**src/rtl/core/maf_pkg.sv**
```systemverilog
`default_nettype none

package maf_pkg;

    // Default sizes
    localparam int WINDOW_MAX_DEF    = 64;
    localparam int SAMPLE_BITS_DEF   = 16;
    localparam int FRACTION_BITS_DEF = 8;

    // Fixed field widths
    localparam int CFG_W           = 7;
    localparam int OUT_W           = 24;
    localparam int LEN_RESET_DEF   = 8;

    typedef enum logic [2:0] {
        ST_IDLE,
        ST_UPDATE,
        ST_LOAD,
        ST_DIVIDE,
        ST_DONE
    } maf_state_t;

    typedef struct packed {
        logic accept;
        logic update;
        logic load_div;
        logic step_div;
        logic load_out;
    } maf_cmd_t;

    typedef struct packed {
        logic div_last;
    } maf_stat_t;

endpackage

`default_nettype wire

```
**src/rtl/core/maf_ram.sv**
```systemverilog
`default_nettype none

module maf_ram #(
    parameter int WIDTH = 16,
    parameter int DEPTH = 64
) (
    input  wire logic                     aclk,
    input  wire logic                     wr_en,
    input  wire logic [$clog2(DEPTH)-1:0] wr_addr,
    input  wire logic [WIDTH-1:0]         wr_data,
    input  wire logic                     rd_en,
    input  wire logic [$clog2(DEPTH)-1:0] rd_addr,
    output logic      [WIDTH-1:0]         rd_data
);

    logic [WIDTH-1:0] mem_reg [DEPTH];

    always_ff @(posedge aclk) begin
        if (wr_en) begin
            mem_reg[wr_addr] <= wr_data;
        end
        if (rd_en) begin
            rd_data <= mem_reg[rd_addr];
        end
    end

endmodule

`default_nettype wire

```
**src/rtl/core/maf_ctrl.sv**
```systemverilog
`default_nettype none

module maf_ctrl (
    input  wire logic             aclk,
    input  wire logic             aresetn,
    input  wire logic             s_valid,
    output logic                  s_ready,
    output logic                  m_valid,
    input  wire logic             m_ready,
    output maf_pkg::maf_cmd_t     cmd,
    input  wire maf_pkg::maf_stat_t stat
);

    import maf_pkg::*;

    maf_state_t state_reg;
    maf_state_t state_next;
    logic       out_valid_reg;
    logic       out_valid_next;

    always_ff @(posedge aclk) begin
        if (!aresetn) begin
            state_reg     <= ST_IDLE;
            out_valid_reg <= 1'b0;
        end else begin
            state_reg     <= state_next;
            out_valid_reg <= out_valid_next;
        end
    end

    always_comb begin
        state_next   = state_reg;
        cmd          = '0;
        s_ready      = 1'b0;
        unique case (state_reg)
            ST_IDLE: begin
                s_ready    = 1'b1;
                cmd.accept = s_valid;
                if (s_valid) begin
                    state_next = ST_UPDATE;
                end
            end
            ST_UPDATE: begin
                cmd.update = 1'b1;
                state_next = ST_LOAD;
            end
            ST_LOAD: begin
                cmd.load_div = 1'b1;
                state_next   = ST_DIVIDE;
            end
            ST_DIVIDE: begin
                cmd.step_div = 1'b1;
                if (stat.div_last) begin
                    state_next = ST_DONE;
                end
            end
            ST_DONE: begin
                // Wait for the output slot to free up
                if (!out_valid_reg || m_ready) begin
                    cmd.load_out = 1'b1;
                    state_next   = ST_IDLE;
                end
            end
            default: begin
                state_next = ST_IDLE;
            end
        endcase
    end

    always_comb begin
        out_valid_next = out_valid_reg;
        if (cmd.load_out) begin
            out_valid_next = 1'b1;
        end else if (m_ready) begin
            out_valid_next = 1'b0;
        end
    end

    assign m_valid = out_valid_reg;

endmodule

`default_nettype wire

```
**src/rtl/core/maf_dp.sv**
```systemverilog
`default_nettype none

module maf_dp #(
    parameter int WINDOW_MAX    = maf_pkg::WINDOW_MAX_DEF,
    parameter int SAMPLE_BITS   = maf_pkg::SAMPLE_BITS_DEF,
    parameter int FRACTION_BITS = maf_pkg::FRACTION_BITS_DEF
) (
    input  wire logic                            aclk,
    input  wire logic                            aresetn,
    input  wire logic                            cfg_wr_en,
    input  wire logic [maf_pkg::CFG_W-1:0]       cfg_wr_data,
    input  wire logic signed [SAMPLE_BITS-1:0]   s_sample,
    output logic signed [maf_pkg::OUT_W-1:0]     m_average,
    input  wire maf_pkg::maf_cmd_t               cmd,
    output maf_pkg::maf_stat_t                   stat
);

    import maf_pkg::*;

    localparam int PTR_W = $clog2(WINDOW_MAX);
    localparam int LEN_W = $clog2(WINDOW_MAX + 1);
    localparam int IDX_W = LEN_W + 1;
    localparam int CMP_W = (LEN_W > CFG_W) ? LEN_W : CFG_W;
    localparam int SUM_W = SAMPLE_BITS + PTR_W + 1;
    localparam int MAG_W = SUM_W + FRACTION_BITS;
    localparam int CNT_W = $clog2(MAG_W);
    localparam int EXT_W = ((MAG_W > OUT_W) ? MAG_W : OUT_W) + 1;
    localparam int LEN_RESET = (LEN_RESET_DEF > WINDOW_MAX) ? WINDOW_MAX : LEN_RESET_DEF;

    localparam logic [EXT_W-1:0] NEG_MAG = EXT_W'(1) << (OUT_W - 1);
    localparam logic [EXT_W-1:0] POS_LIM = NEG_MAG - EXT_W'(1);
    localparam logic [OUT_W-1:0] OUT_MAX = {1'b0, {(OUT_W - 1){1'b1}}};
    localparam logic [OUT_W-1:0] OUT_MIN = {1'b1, {(OUT_W - 1){1'b0}}};

    logic [LEN_W-1:0]              len_reg;
    logic [LEN_W-1:0]              len_next;
    logic [PTR_W-1:0]              wp_reg;
    logic [WINDOW_MAX-1:0]         valid_reg;
    logic signed [SUM_W-1:0]       sum_reg;
    logic signed [SUM_W-1:0]       sum_next;
    logic signed [SAMPLE_BITS-1:0] sample_reg;
    logic                          leave_valid_reg;
    logic [MAG_W-1:0]              q_reg;
    logic [MAG_W-1:0]              q_next;
    logic [LEN_W-1:0]              r_reg;
    logic [LEN_W-1:0]              r_next;
    logic                          neg_reg;
    logic [CNT_W-1:0]              cnt_reg;
    logic [OUT_W-1:0]              avg_reg;
    logic [OUT_W-1:0]              avg_next;

    logic [CMP_W-1:0]              cfg_ext;
    logic [IDX_W-1:0]              idx_diff;
    logic [PTR_W-1:0]              leave_idx;
    logic [SAMPLE_BITS-1:0]        rd_data;
    logic signed [SAMPLE_BITS-1:0] old_val;
    logic signed [MAG_W-1:0]       scaled;
    logic [MAG_W-1:0]              mag;
    logic [IDX_W-1:0]              trial;
    logic [IDX_W-1:0]              div_ext;
    logic                          ge;
    logic [EXT_W-1:0]              q_ext;

    // Clamp the written window length into 1..WINDOW_MAX
    always_comb begin
        cfg_ext = CMP_W'(cfg_wr_data);
        if (cfg_ext == '0) begin
            len_next = LEN_W'(1);
        end else if (cfg_ext > CMP_W'(WINDOW_MAX)) begin
            len_next = LEN_W'(WINDOW_MAX);
        end else begin
            len_next = LEN_W'(cfg_ext);
        end
    end

    // Slot that drops out of the window: wp - len, wrapped
    assign idx_diff  = IDX_W'(wp_reg) - IDX_W'(len_reg);
    assign leave_idx = idx_diff[IDX_W-1] ? PTR_W'(idx_diff + IDX_W'(WINDOW_MAX))
                                         : PTR_W'(idx_diff);

    maf_ram #(
        .WIDTH (SAMPLE_BITS),
        .DEPTH (WINDOW_MAX)
    ) u_maf_store (
        .aclk    (aclk),
        .wr_en   (cmd.update),
        .wr_addr (wp_reg),
        .wr_data (sample_reg),
        .rd_en   (cmd.accept),
        .rd_addr (leave_idx),
        .rd_data (rd_data)
    );

    assign old_val  = leave_valid_reg ? signed'(rd_data) : '0;
    assign sum_next = sum_reg - SUM_W'(old_val) + SUM_W'(sample_reg);

    assign scaled = MAG_W'(sum_reg) <<< FRACTION_BITS;
    assign mag    = scaled[MAG_W-1] ? MAG_W'(-scaled) : MAG_W'(scaled);

    // One restoring divide step per cycle
    assign trial   = {r_reg, q_reg[MAG_W-1]};
    assign div_ext = IDX_W'(len_reg);
    assign ge      = (trial >= div_ext);
    assign r_next  = ge ? LEN_W'(trial - div_ext) : LEN_W'(trial);
    assign q_next  = {q_reg[MAG_W-2:0], ge};

    // Restore the sign and saturate to the output range
    always_comb begin
        q_ext = EXT_W'(q_reg);
        if (neg_reg) begin
            avg_next = (q_ext > NEG_MAG) ? OUT_MIN : OUT_W'(EXT_W'(0) - q_ext);
        end else begin
            avg_next = (q_ext > POS_LIM) ? OUT_MAX : OUT_W'(q_ext);
        end
    end

    always_ff @(posedge aclk) begin
        if (!aresetn) begin
            len_reg   <= LEN_W'(LEN_RESET);
            wp_reg    <= '0;
            valid_reg <= '0;
            sum_reg   <= '0;
        end else if (cfg_wr_en) begin
            // A new length restarts the window from zeros
            len_reg   <= len_next;
            wp_reg    <= '0;
            valid_reg <= '0;
            sum_reg   <= '0;
        end else if (cmd.update) begin
            sum_reg           <= sum_next;
            valid_reg[wp_reg] <= 1'b1;
            wp_reg            <= (wp_reg == PTR_W'(WINDOW_MAX - 1)) ? '0 : wp_reg + 1'b1;
        end
    end

    always_ff @(posedge aclk) begin
        if (cmd.accept) begin
            sample_reg      <= s_sample;
            leave_valid_reg <= valid_reg[leave_idx];
        end
        if (cmd.load_div) begin
            q_reg   <= mag;
            r_reg   <= '0;
            neg_reg <= scaled[MAG_W-1];
            cnt_reg <= CNT_W'(MAG_W - 1);
        end else if (cmd.step_div) begin
            q_reg   <= q_next;
            r_reg   <= r_next;
            cnt_reg <= cnt_reg - 1'b1;
        end
        if (cmd.load_out) begin
            avg_reg <= avg_next;
        end
    end

    assign stat.div_last = (cnt_reg == '0);
    assign m_average     = signed'(avg_reg);

endmodule

`default_nettype wire

```
**src/rtl/core/moving_average_filter.sv**
```systemverilog
// Boxcar moving average over the most recent window_length signed samples.
//
// Input channel s_valid/s_ready/s_sample: one beat is one sensor sample.
// Result channel m_valid/m_ready/m_average: one beat per input beat, the
// window sum times 2^FRACTION_BITS divided by window_length, truncated toward
// zero and saturated to 24 signed bits.
// Configuration: cfg_wr_en/cfg_wr_data write window_length (0 reads as 1,
// values above WINDOW_MAX clamp to WINDOW_MAX) and restart the window from
// zeros. Write it only while no sample is in flight.
//
// Timing: the accept cycle reads the leaving sample, the update state adds
// the new sample to the running sum and writes it to the window store, the
// load state loads the bit-serial divider, which then develops a quotient of
// SAMPLE_BITS + $clog2(WINDOW_MAX) + 1 + FRACTION_BITS bits one bit at a
// time, and the done state hands the quotient to the output register. The
// block takes no new sample until the previous one has reached that register.
// Reset clears the window, write position and running sum and sets
// window_length to 8, or to WINDOW_MAX if less. A result that is not taken
// sits in the output register while the next sample is accepted and processed;
// that sample's result then waits in the divider until the register frees up.
`default_nettype none

module moving_average_filter #(
    parameter int WINDOW_MAX    = maf_pkg::WINDOW_MAX_DEF,
    parameter int SAMPLE_BITS   = maf_pkg::SAMPLE_BITS_DEF,
    parameter int FRACTION_BITS = maf_pkg::FRACTION_BITS_DEF
) (
    input  wire logic                          aclk,
    input  wire logic                          aresetn,
    input  wire logic                          cfg_wr_en,
    input  wire logic [maf_pkg::CFG_W-1:0]     cfg_wr_data,
    input  wire logic                          s_valid,
    output logic                               s_ready,
    input  wire logic signed [SAMPLE_BITS-1:0] s_sample,
    output logic                               m_valid,
    input  wire logic                          m_ready,
    output logic signed [maf_pkg::OUT_W-1:0]   m_average
);

    import maf_pkg::*;

    maf_cmd_t  cmd;
    maf_stat_t stat;

    // Sequencer: accept, update, divide, hand off to the output register
    maf_ctrl u_maf_ctrl (
        .aclk    (aclk),
        .aresetn (aresetn),
        .s_valid (s_valid),
        .s_ready (s_ready),
        .m_valid (m_valid),
        .m_ready (m_ready),
        .cmd     (cmd),
        .stat    (stat)
    );

    // Window store, running sum, serial divider and output register
    maf_dp #(
        .WINDOW_MAX    (WINDOW_MAX),
        .SAMPLE_BITS   (SAMPLE_BITS),
        .FRACTION_BITS (FRACTION_BITS)
    ) u_maf_dp (
        .aclk        (aclk),
        .aresetn     (aresetn),
        .cfg_wr_en   (cfg_wr_en),
        .cfg_wr_data (cfg_wr_data),
        .s_sample    (s_sample),
        .m_average   (m_average),
        .cmd         (cmd),
        .stat        (stat)
    );

endmodule

`default_nettype wire

```
**config.mk**
```make
export PLATFORM = sky130hd
export DESIGN_NAME = moving_average_filter
export DESIGN_NICKNAME = d
export VERILOG_FILES = /design/src/rtl/core/maf_pkg.sv /design/src/rtl/core/maf_ram.sv /design/src/rtl/core/maf_ctrl.sv /design/src/rtl/core/maf_dp.sv /design/src/rtl/core/moving_average_filter.sv
export SDC_FILE = /design/constraint.sdc
export NUM_CORES = 1
export LEC_CHECK = 0
export BUFFER_PORTS_ARGS = -buffer_cell sky130_fd_sc_hd__buf_2
export CAP_MARGIN = 10
export CORE_MARGIN = 3
export CORE_UTILIZATION = 60
export DETAILED_ROUTE_END_ITERATION = 12
export GPL_TIMING_DRIVEN = 0
export PLACE_DENSITY = 0.76
export SETUP_SLACK_MARGIN = 0.4
export SYNTH_ARGS = -nofsm -noshare
export SYNTH_HDL_FRONTEND = slang
export SYNTH_SLANG_ARGS = --single-unit
```
**constraint.sdc**
```tcl
create_clock -name aclk -period 11.9 [get_ports aclk]
set_input_delay 2.38 -clock aclk [delete_from_list [all_inputs] [get_ports aclk]]
set_output_delay 2.38 -clock aclk [all_outputs]
set_load 0.02 [all_outputs]
```
==> impl_summary.md, run 1 <==
Outcome
The flow ran to the end, and the final reports show no timing, DRC or antenna violations.

STA
Subtracting the final worst setup slack from the clock period gives 5.75 ns. The max-slew violation count was 0. Setup repair after global routing left no endpoint under its margin. Based on the critical path, the design can be clocked at up to 174 MHz. The total setup violations reported at the end of the flow is 0. The setup total negative slack is 0 ns. Dividing the final minimum period by the clock period gives 0.484. The remaining max-slew budget at the tightest pin is 0.125.

The final number of hold-violating endpoints is 0. The pin slew with the least headroom to its limit is 1.30 ns. The clock arrives with 0.0348 ns of skew.

Critical path
For the worst setup path, the data required time is 12.27 ns. Traced cell by cell, the critical path runs through ha_1 > inv_1 > fa_1 > buf_2 > clkbuf_1 > buf_1 > mux4_2 > mux4_2 > mux2i_1 > mux2i_1. STA classifies the critical path endpoint as a flip-flop.

The worst-path cell with the longest stage delay is clkbuf_1. The critical path is of the flip-flop to flip-flop type. The delay contributed by the slowest stage of the critical path is 1.01 ns.

At the worst endpoint, the arrival time is 6.12 ns. The element type at the critical path start is a flip-flop. The highest fanout seen on the critical path is 10.

Final layout
The number of antenna diodes in the final layout is 0. The share of final-layout standard cells stronger than drive strength 1 is 0.241. The net count of the finished layout is 3128.

The layout has 4878 filler cells. The layout-stage area growth over the synthesis result is 14.7%. The finished layout holds 4196 standard cells, fillers aside. The register with the most flip-flops in the layout has 1024 of them.

Clock tree
In this run the deepest clock path goes through 3 buffers. The number of setup buffers added after CTS is 0. The hold buffer count at cts is 0. In this run, CTS created clock tree buffers numbering 116. TritonCTS built the clock tree. CTS saw 1229 sinks. The root buffer cell chosen for the clock tree is clkbuf_16. The number of gates given a new drive strength after cts is 0.

The insertion delay of the later-clocked pin in the worst-skew pair is 0.71 ns. Clock-pin slew was measured on the worst setup and hold paths at 0.07 ns. The H-tree was split into 3 levels.

Drt
The violation count after the first detailed-route iteration is 3611. The number of nets with antenna violations after routing is 0. The average wire length per cell after detail routing is 31.4 um. The detailed-route wire length is 132000 um.

The number of vias in the routed layout is 28500. The remaining routing DRC violations is 0. The via density per instance is 6.79. The detailed-routing iteration count for the pre-antenna-repair pass is 7.

Pwr
The power density normalized to cell area is 171 nW/um2. VDD sags by at most 195 uV. For this design the static power due to leakage is 18.9 nW.

Synthesis
By count the netlist is led by 1113 x edfxtp_1, 340 x mux4_2, 272 x nor2_1, 116 x dfxtp_1, 106 x inv_1. The total standard cell area after synthesis is 50400 um2. The top cell type by total area after synthesis is edfxtp_1.

After synthesis, the cell types taking the most area are edfxtp_1 66%, mux4_2 15%, dfxtp_1 4.6%. Of the post-synthesis cell area, the dominant cell type holds 0.663. After synthesis, the mean cell area works out to 18.2 um2.

The proportion of register bits with asynchronous set or reset after synthesis is 0. Counting every net in the synthesized netlist gives 2862. The most common cell in the synthesized netlist is edfxtp_1. The count of distinct cell types in the synthesized netlist is 72. The fraction of the yosys area taken by sequential cells is 0.709. In this run, synthesis produced a sequential element count of 1229. The number of enable flip-flop cells after synthesis is 1113. The top flip-flop cell by instance count after synthesis is edfxtp_1. The number of warning messages in the yosys log is 0. The number of instances in the synthesized netlist is 2769.

Placement
The count of input and output buffers is 53. The detailed placer's ending HPWL is 87700 um. The count of placed standard cells including taps is 3984. Routability-driven placement finished with a final weighted congestion of 1.00.

Global routing
Entering global routing, the biggest net connects 36 pins. The number of antenna violations at the first check in global routing is 4. The remaining global-route overflow is 0. The first global-routing pass estimated 194000 um of wire. The number of global-route vias before repair was 28500. The global router's overall resource usage is 0.308.

Floorplan
The die covers 87500 um2. In this run the horizontal extent of the chip is 296 um. For this configuration, the core starts out at a cell density of 0.610. The core region is 82600 um2. The floorplan row count is 105. The I/O pin count is 54.

The height of the die is 296 um.

Job
Max-cap violations in this run came to 0.

Hold path
The worst hold path belongs to the class flip-flop to flip-flop.
worst paths after layout:
kind | startpoint | to | slack [ns] | cells after the start
max | u_maf_dp.len_reg[0]$_SDFFE_PN0P_ | u_maf_dp.u_maf_store.rd_data[9]$_DFFE_PP_ | 6.15 | 10
min | u_maf_dp.sum_reg[22]$_SDFFE_PP0P_ | u_maf_dp.neg_reg$_DFFE_PP_ | 0.45 | 0
max reg2reg | u_maf_dp.len_reg[0]$_SDFFE_PN0P_ | u_maf_dp.u_maf_store.rd_data[9]$_DFFE_PP_ | 6.15 | 10
min reg2reg | u_maf_dp.sum_reg[22]$_SDFFE_PP0P_ | u_maf_dp.neg_reg$_DFFE_PP_ | 0.45 | 0
critical path: cells and delay by family (launching register included):
| family | cells | cell delay, ns |
|---|---|---|
| flip-flops | 1 | 0.46 |
| multiplexers | 4 | 1.89 |
| buffers and inverters | 4 | 2.30 |
| adder cells (fa/ha/maj) | 2 | 0.75 |
power by group:
group | internal (mW) | total [mW] | leakage, nW | switching [mW]
Clock | 2.09 | 3.72 | 1.84 | 1.63
Sequential | 4.80 | 4.86 | 11.0 | 0.0655
Combinational | 0.518 | 1.31 | 6.08 | 0.787
Total | 7.41 | 9.89 | 18.9 | 2.48
cells in the final DEF (no fill, tap or decap), drive strengths merged, types with 41 or more instances in the layout:
cell type / instances
a21oi: 71
nor2: 272
clkbuf: 235
inv: 116
ha: 41
mux4: 340
clkinv: 42
mux2i: 56
dfxtp: 116
nand2: 78
buf: 193
edfxtp: 1113
per-stage QoR:
stage	util	total power, mW	cell area, um2	hold WS [ns]	worst slack, ns
after floorplan	-	5.75	50400	0.406	7.95
after global placement	0.629	6.12	52000	0.429	6.32
after detailed placement	0.653	6.21	53900	0.419	6.66
after CTS	0.699	9.89	57700	0.456	6.55
after global routing	0.699	10.2	57800	0.487	6.22
final	0.699	9.89	57800	0.452	6.15
routing by layer:
layer | part of all wire | routed length (um) | up-vias | GRT usage
met5 | 0.00030 | 39 | - | 0
met4 | 0.048 | 6390 | 6 | 0.130
met3 | 0.10 | 13500 | 395 | 0.0616
met2 | 0.49 | 64300 | 1907 | 0.497
met1 | 0.36 | 47700 | 14600 | 0.419
li1 | - | - | 11600 | -
cell type report:
type                       instances  area (um2)  share of cell area
clock inverter                    73         805              0.0139
sequential                      1229       35700               0.618
clock buffer                     136        3000              0.0519
multi-input combinational       1289       13800               0.239
tap                             1070        1340              0.0232
buffer                           144         571             0.00987
timing repair buffer             148        2110              0.0365
inverter                         107         402             0.00695
cells by family after synthesis:
kind of cell    synth area share
flops                      0.709
simple gates              0.0516
mux                        0.163
buf+inv                   0.0192
compound gates            0.0302
fa+ha+maj                 0.0197
xor+xnor                 0.00643
(Power assumes the default switching activity.)
==> run 2, diff against run 1 <==
--- a/config.mk
+++ b/config.mk
@@ -8,7 +8,7 @@
 export BUFFER_PORTS_ARGS = -buffer_cell sky130_fd_sc_hd__buf_2
 export CAP_MARGIN = 10
 export CORE_MARGIN = 3
-export CORE_UTILIZATION = 60
+export CORE_UTILIZATION = 57
 export DETAILED_ROUTE_END_ITERATION = 12
 export GPL_TIMING_DRIVEN = 0
 export PLACE_DENSITY = 0.76
==> constraint.sdc (replaced) <==
create_clock -name aclk -period 4.9 [get_ports aclk]
set_input_delay 0.98 -clock aclk [delete_from_list [all_inputs] [get_ports aclk]]
set_output_delay 0.98 -clock aclk [all_outputs]
set_load 0.02 [all_outputs]
==> impl_summary.md, run 2 (same netlist as run 1, synthesis figures left out) <==
Outcome
The flow ran to the end, and the final reports show no timing, DRC or antenna violations.

Clock tree
The hold buffer count at cts is 0. CTS placed an instance of clkbuf_16 at the clock tree root. In this run the number of H-tree levels came out at 3. The maximum buffer depth of the clock tree is 3. The insertion delay of the later-clocked pin in the worst-skew pair is 0.72 ns. The total clock buffers created by CTS is 117. Clock-pin slew was measured on the worst setup and hold paths at 0.06 ns. TritonCTS built the clock tree. The clock sink total is 1229.

Placement
The count of input and output buffers is 53. The post-placement worst setup slack is -0.388 ns. Detailed placement ended at an HPWL of 85600 um. At the end of routability-driven placement, the weighted congestion stood at 0.977.

Final layout
The share of final-layout standard cells stronger than drive strength 1 is 0.252. The post-layout net count is 3109. The core occupancy in the finished layout is 0.662. The flip-flop count of the largest register after layout is 1024. Leaving out fill and tap cells, the most frequent cells in the layout are 1113 x edfxtp_1, 340 x mux4_2, 211 x nor2_1.

The total of fill cells in the finished design is 5581. The leading cell type in the layout, fill and taps excluded is edfxtp_1. Relative to the synthesized area, the layout overhead comes to 14.5%.

Global routing
The wire length of the first global-routing pass is 187000 um. The pin count of the biggest net entering global routing is 37. The remaining global-route overflow is 0. The global router's overall resource usage is 0.279. The number of antenna violations at the first check in global routing is 3. The number of global-route vias before repair is 28400.

Hold path
The path class of the tightest hold or removal check is input pin to flip-flop. The number of instances on the worst hold path is 1. The worst hold path startpoint is s_sample[10].

The worst hold path endpoint is u_maf_dp.sample_reg[10]$_DFFE_PP_.

Critical path
The buffering stage count on the worst path with inverters included is 3. The delay contributed by the slowest stage of the critical path is 0.94 ns. Across all register-to-register paths, the minimum setup slack is 0.35 ns. The largest delay contributor family on the critical path is multiplexers. Walking the worst path, the cells encountered are inv_1 > ha_1 > buf_2 > buf_1 > mux4_2 > mux4_2 > mux2i_2 > mux2i_1. The worst register-to-register path begins at u_maf_dp.wp_reg[0]$_SDFFE_PP0P_. For the worst setup path, the data required time is 5.31 ns. Of all nets on the critical path, the largest fanout is 11. On the critical path, the stage with the largest delay is an instance of buf_1. The endpoint identified for the worst register-to-register timing path is u_maf_dp.u_maf_store.rd_data[9]$_DFFE_PP_. The worst setup path is launched from a flip-flop. The worst setup path is of the flip-flop to flip-flop kind. The capturing element type of the critical path is a flip-flop. Counting stages on the worst path, the most repeated cell is mux4_2.

For the worst setup path, the data arrival time is 4.95 ns. The number of cells traversed by the worst register-to-register path is 8.

Drt
The violation count after the first detailed-route iteration is 3165. The detailed-routing iteration count for the pre-antenna-repair pass is 7. Detailed routing inserted a total of 27800 vias.

In the routed layout, each cell is associated on average with a via count of 6.51. For this run, design rule violations remaining after detail routing come to 0. The final layout contains routed wiring with a total length of 126000 um. The average wire length per cell after detail routing is 29.5 um. The count of nets left with antenna violations once routing finished came out at 0.

STA
Measured against its own limit, the worst slew margin works out to 0.190. The smallest setup slack after layout is 0.352 ns. Setup violations remaining at the end of the flow were counted as 0. The minimum hold slack is 0.450 ns. The final number of hold-violating endpoints was 0. Dividing the final minimum period by the clock period gives 0.928.

Setup repair after global routing could not meet its margin everywhere. The smallest clock period supported by the final layout is computed as 4.55 ns. The worst-case clock skew is 0.0567 ns. Based on the critical path, the design can be clocked at up to 220 MHz. The max-slew violation count is 0.

The pin slew with the least headroom to its limit is 1.22 ns.

Floorplan
The horizontal extent of the die is 303 um. The die outline area is 92000 um2. The floorplan has 108 rows. The height of the die is 303 um. 54 I/O pins were placed. The region available for standard cell placement spans 87200 um2.

The initial utilization of the core area, before any placement, comes to 0.578.

Pwr
After layout, the design draws a total of 23.8 mW. In this run the static leakage power is 18.9 nW. The worst voltage drop across the vdd grid is 336 uV. Power spread over the standard cell area amounts to 413 nW/um2.

Job
Across the run, the number of max-cap violations was 0.
run 2: cell types whose count changed in the layout (fill, tap and decap cells not counted), sizes merged:
| cell | previous run | this run |
|---|---|---|
| clkinvlp | 9 | 2 |
| clkbuf | 235 | 262 |
| bufinv | 13 | 7 |
| diode | 0 | 2 |
| clkinv | 42 | 51 |
| clkdlybuf4s15 | 0 | 6 |
| inv | 116 | 111 |
| buf | 193 | 162 |
run 2: where the power goes:
group / total [mW] / switching (mW) / internal (mW)
Combinational: 3.11 / 1.86 / 1.25
Sequential: 11.8 / 0.139 / 11.6
Clock: 8.91 / 3.91 / 5.00
Total: 23.8 / 5.91 / 17.9
run 2: stage by stage:
stage	setup TNS [ns]	instance area (um2)	instances
finish	0	57700	4276
global route	0	57700	4274
CTS	0	57700	4273
detailed placement	-3.16	53700	4051
global placement	-11.91	52100	3977
floorplan	0	50400	2769
run 2: worst max path at each step:
stage	start	slack (ns)	cells after the start	to
after floorplan	u_maf_dp.sample_reg[15]$_DFFE_PP_	0.95	9	u_maf_dp.sum_reg[21]$_SDFFE_PP0P_
after global placement	u_maf_ctrl.state_reg[2]$_SDFFE_PN0P_	-0.41	5	u_maf_dp.u_maf_store.mem_reg[39][3]$_DFFE_PP_
after detailed placement	u_maf_dp.wp_reg[0]$_SDFFE_PP0P_	-0.39	11	u_maf_dp.u_maf_store.rd_data[10]$_DFFE_PP_
after CTS	u_maf_dp.wp_reg[0]$_SDFFE_PP0P_	0.40	11	u_maf_dp.u_maf_store.rd_data[12]$_DFFE_PP_
after global routing	u_maf_dp.wp_reg[0]$_SDFFE_PP0P_	0.34	12	u_maf_dp.u_maf_store.rd_data[14]$_DFFE_PP_
final	u_maf_dp.wp_reg[0]$_SDFFE_PP0P_	0.35	8	u_maf_dp.u_maf_store.rd_data[9]$_DFFE_PP_
run 2: per-layer routing:
layer | vias up | share of wire | track usage | wire [um]
met2 | 1631 | 0.50 | 0.463 | 62500
met4 | 2 | 0.042 | 0.101 | 5260
met1 | 14300 | 0.37 | 0.373 | 47100
li1 | 11600 | - | - | -
met3 | 295 | 0.088 | 0.0575 | 11100
met5 | - | 0.00013 | 0 | 17
run 2: layout make-up:
cell class	instances	area, um2	share of cell area
timing repair buffer	128	1720	0.0299
tap	1155	1450	0.0250
sequential	1229	35700	0.619
buffer	144	668	0.0116
multi-input combinational	1289	13900	0.241
clock buffer	158	3220	0.0559
inverter	107	402	0.00696
antenna	2	5.00	0.0000867
clock inverter	64	583	0.0101
run 2: what timing repair did:
action / CTS / global route
setup buffers: 0 / 1
gates resized for setup: 51 / 39
endpoints found under the setup margin: 17 / 18
cloned: 0 / 0
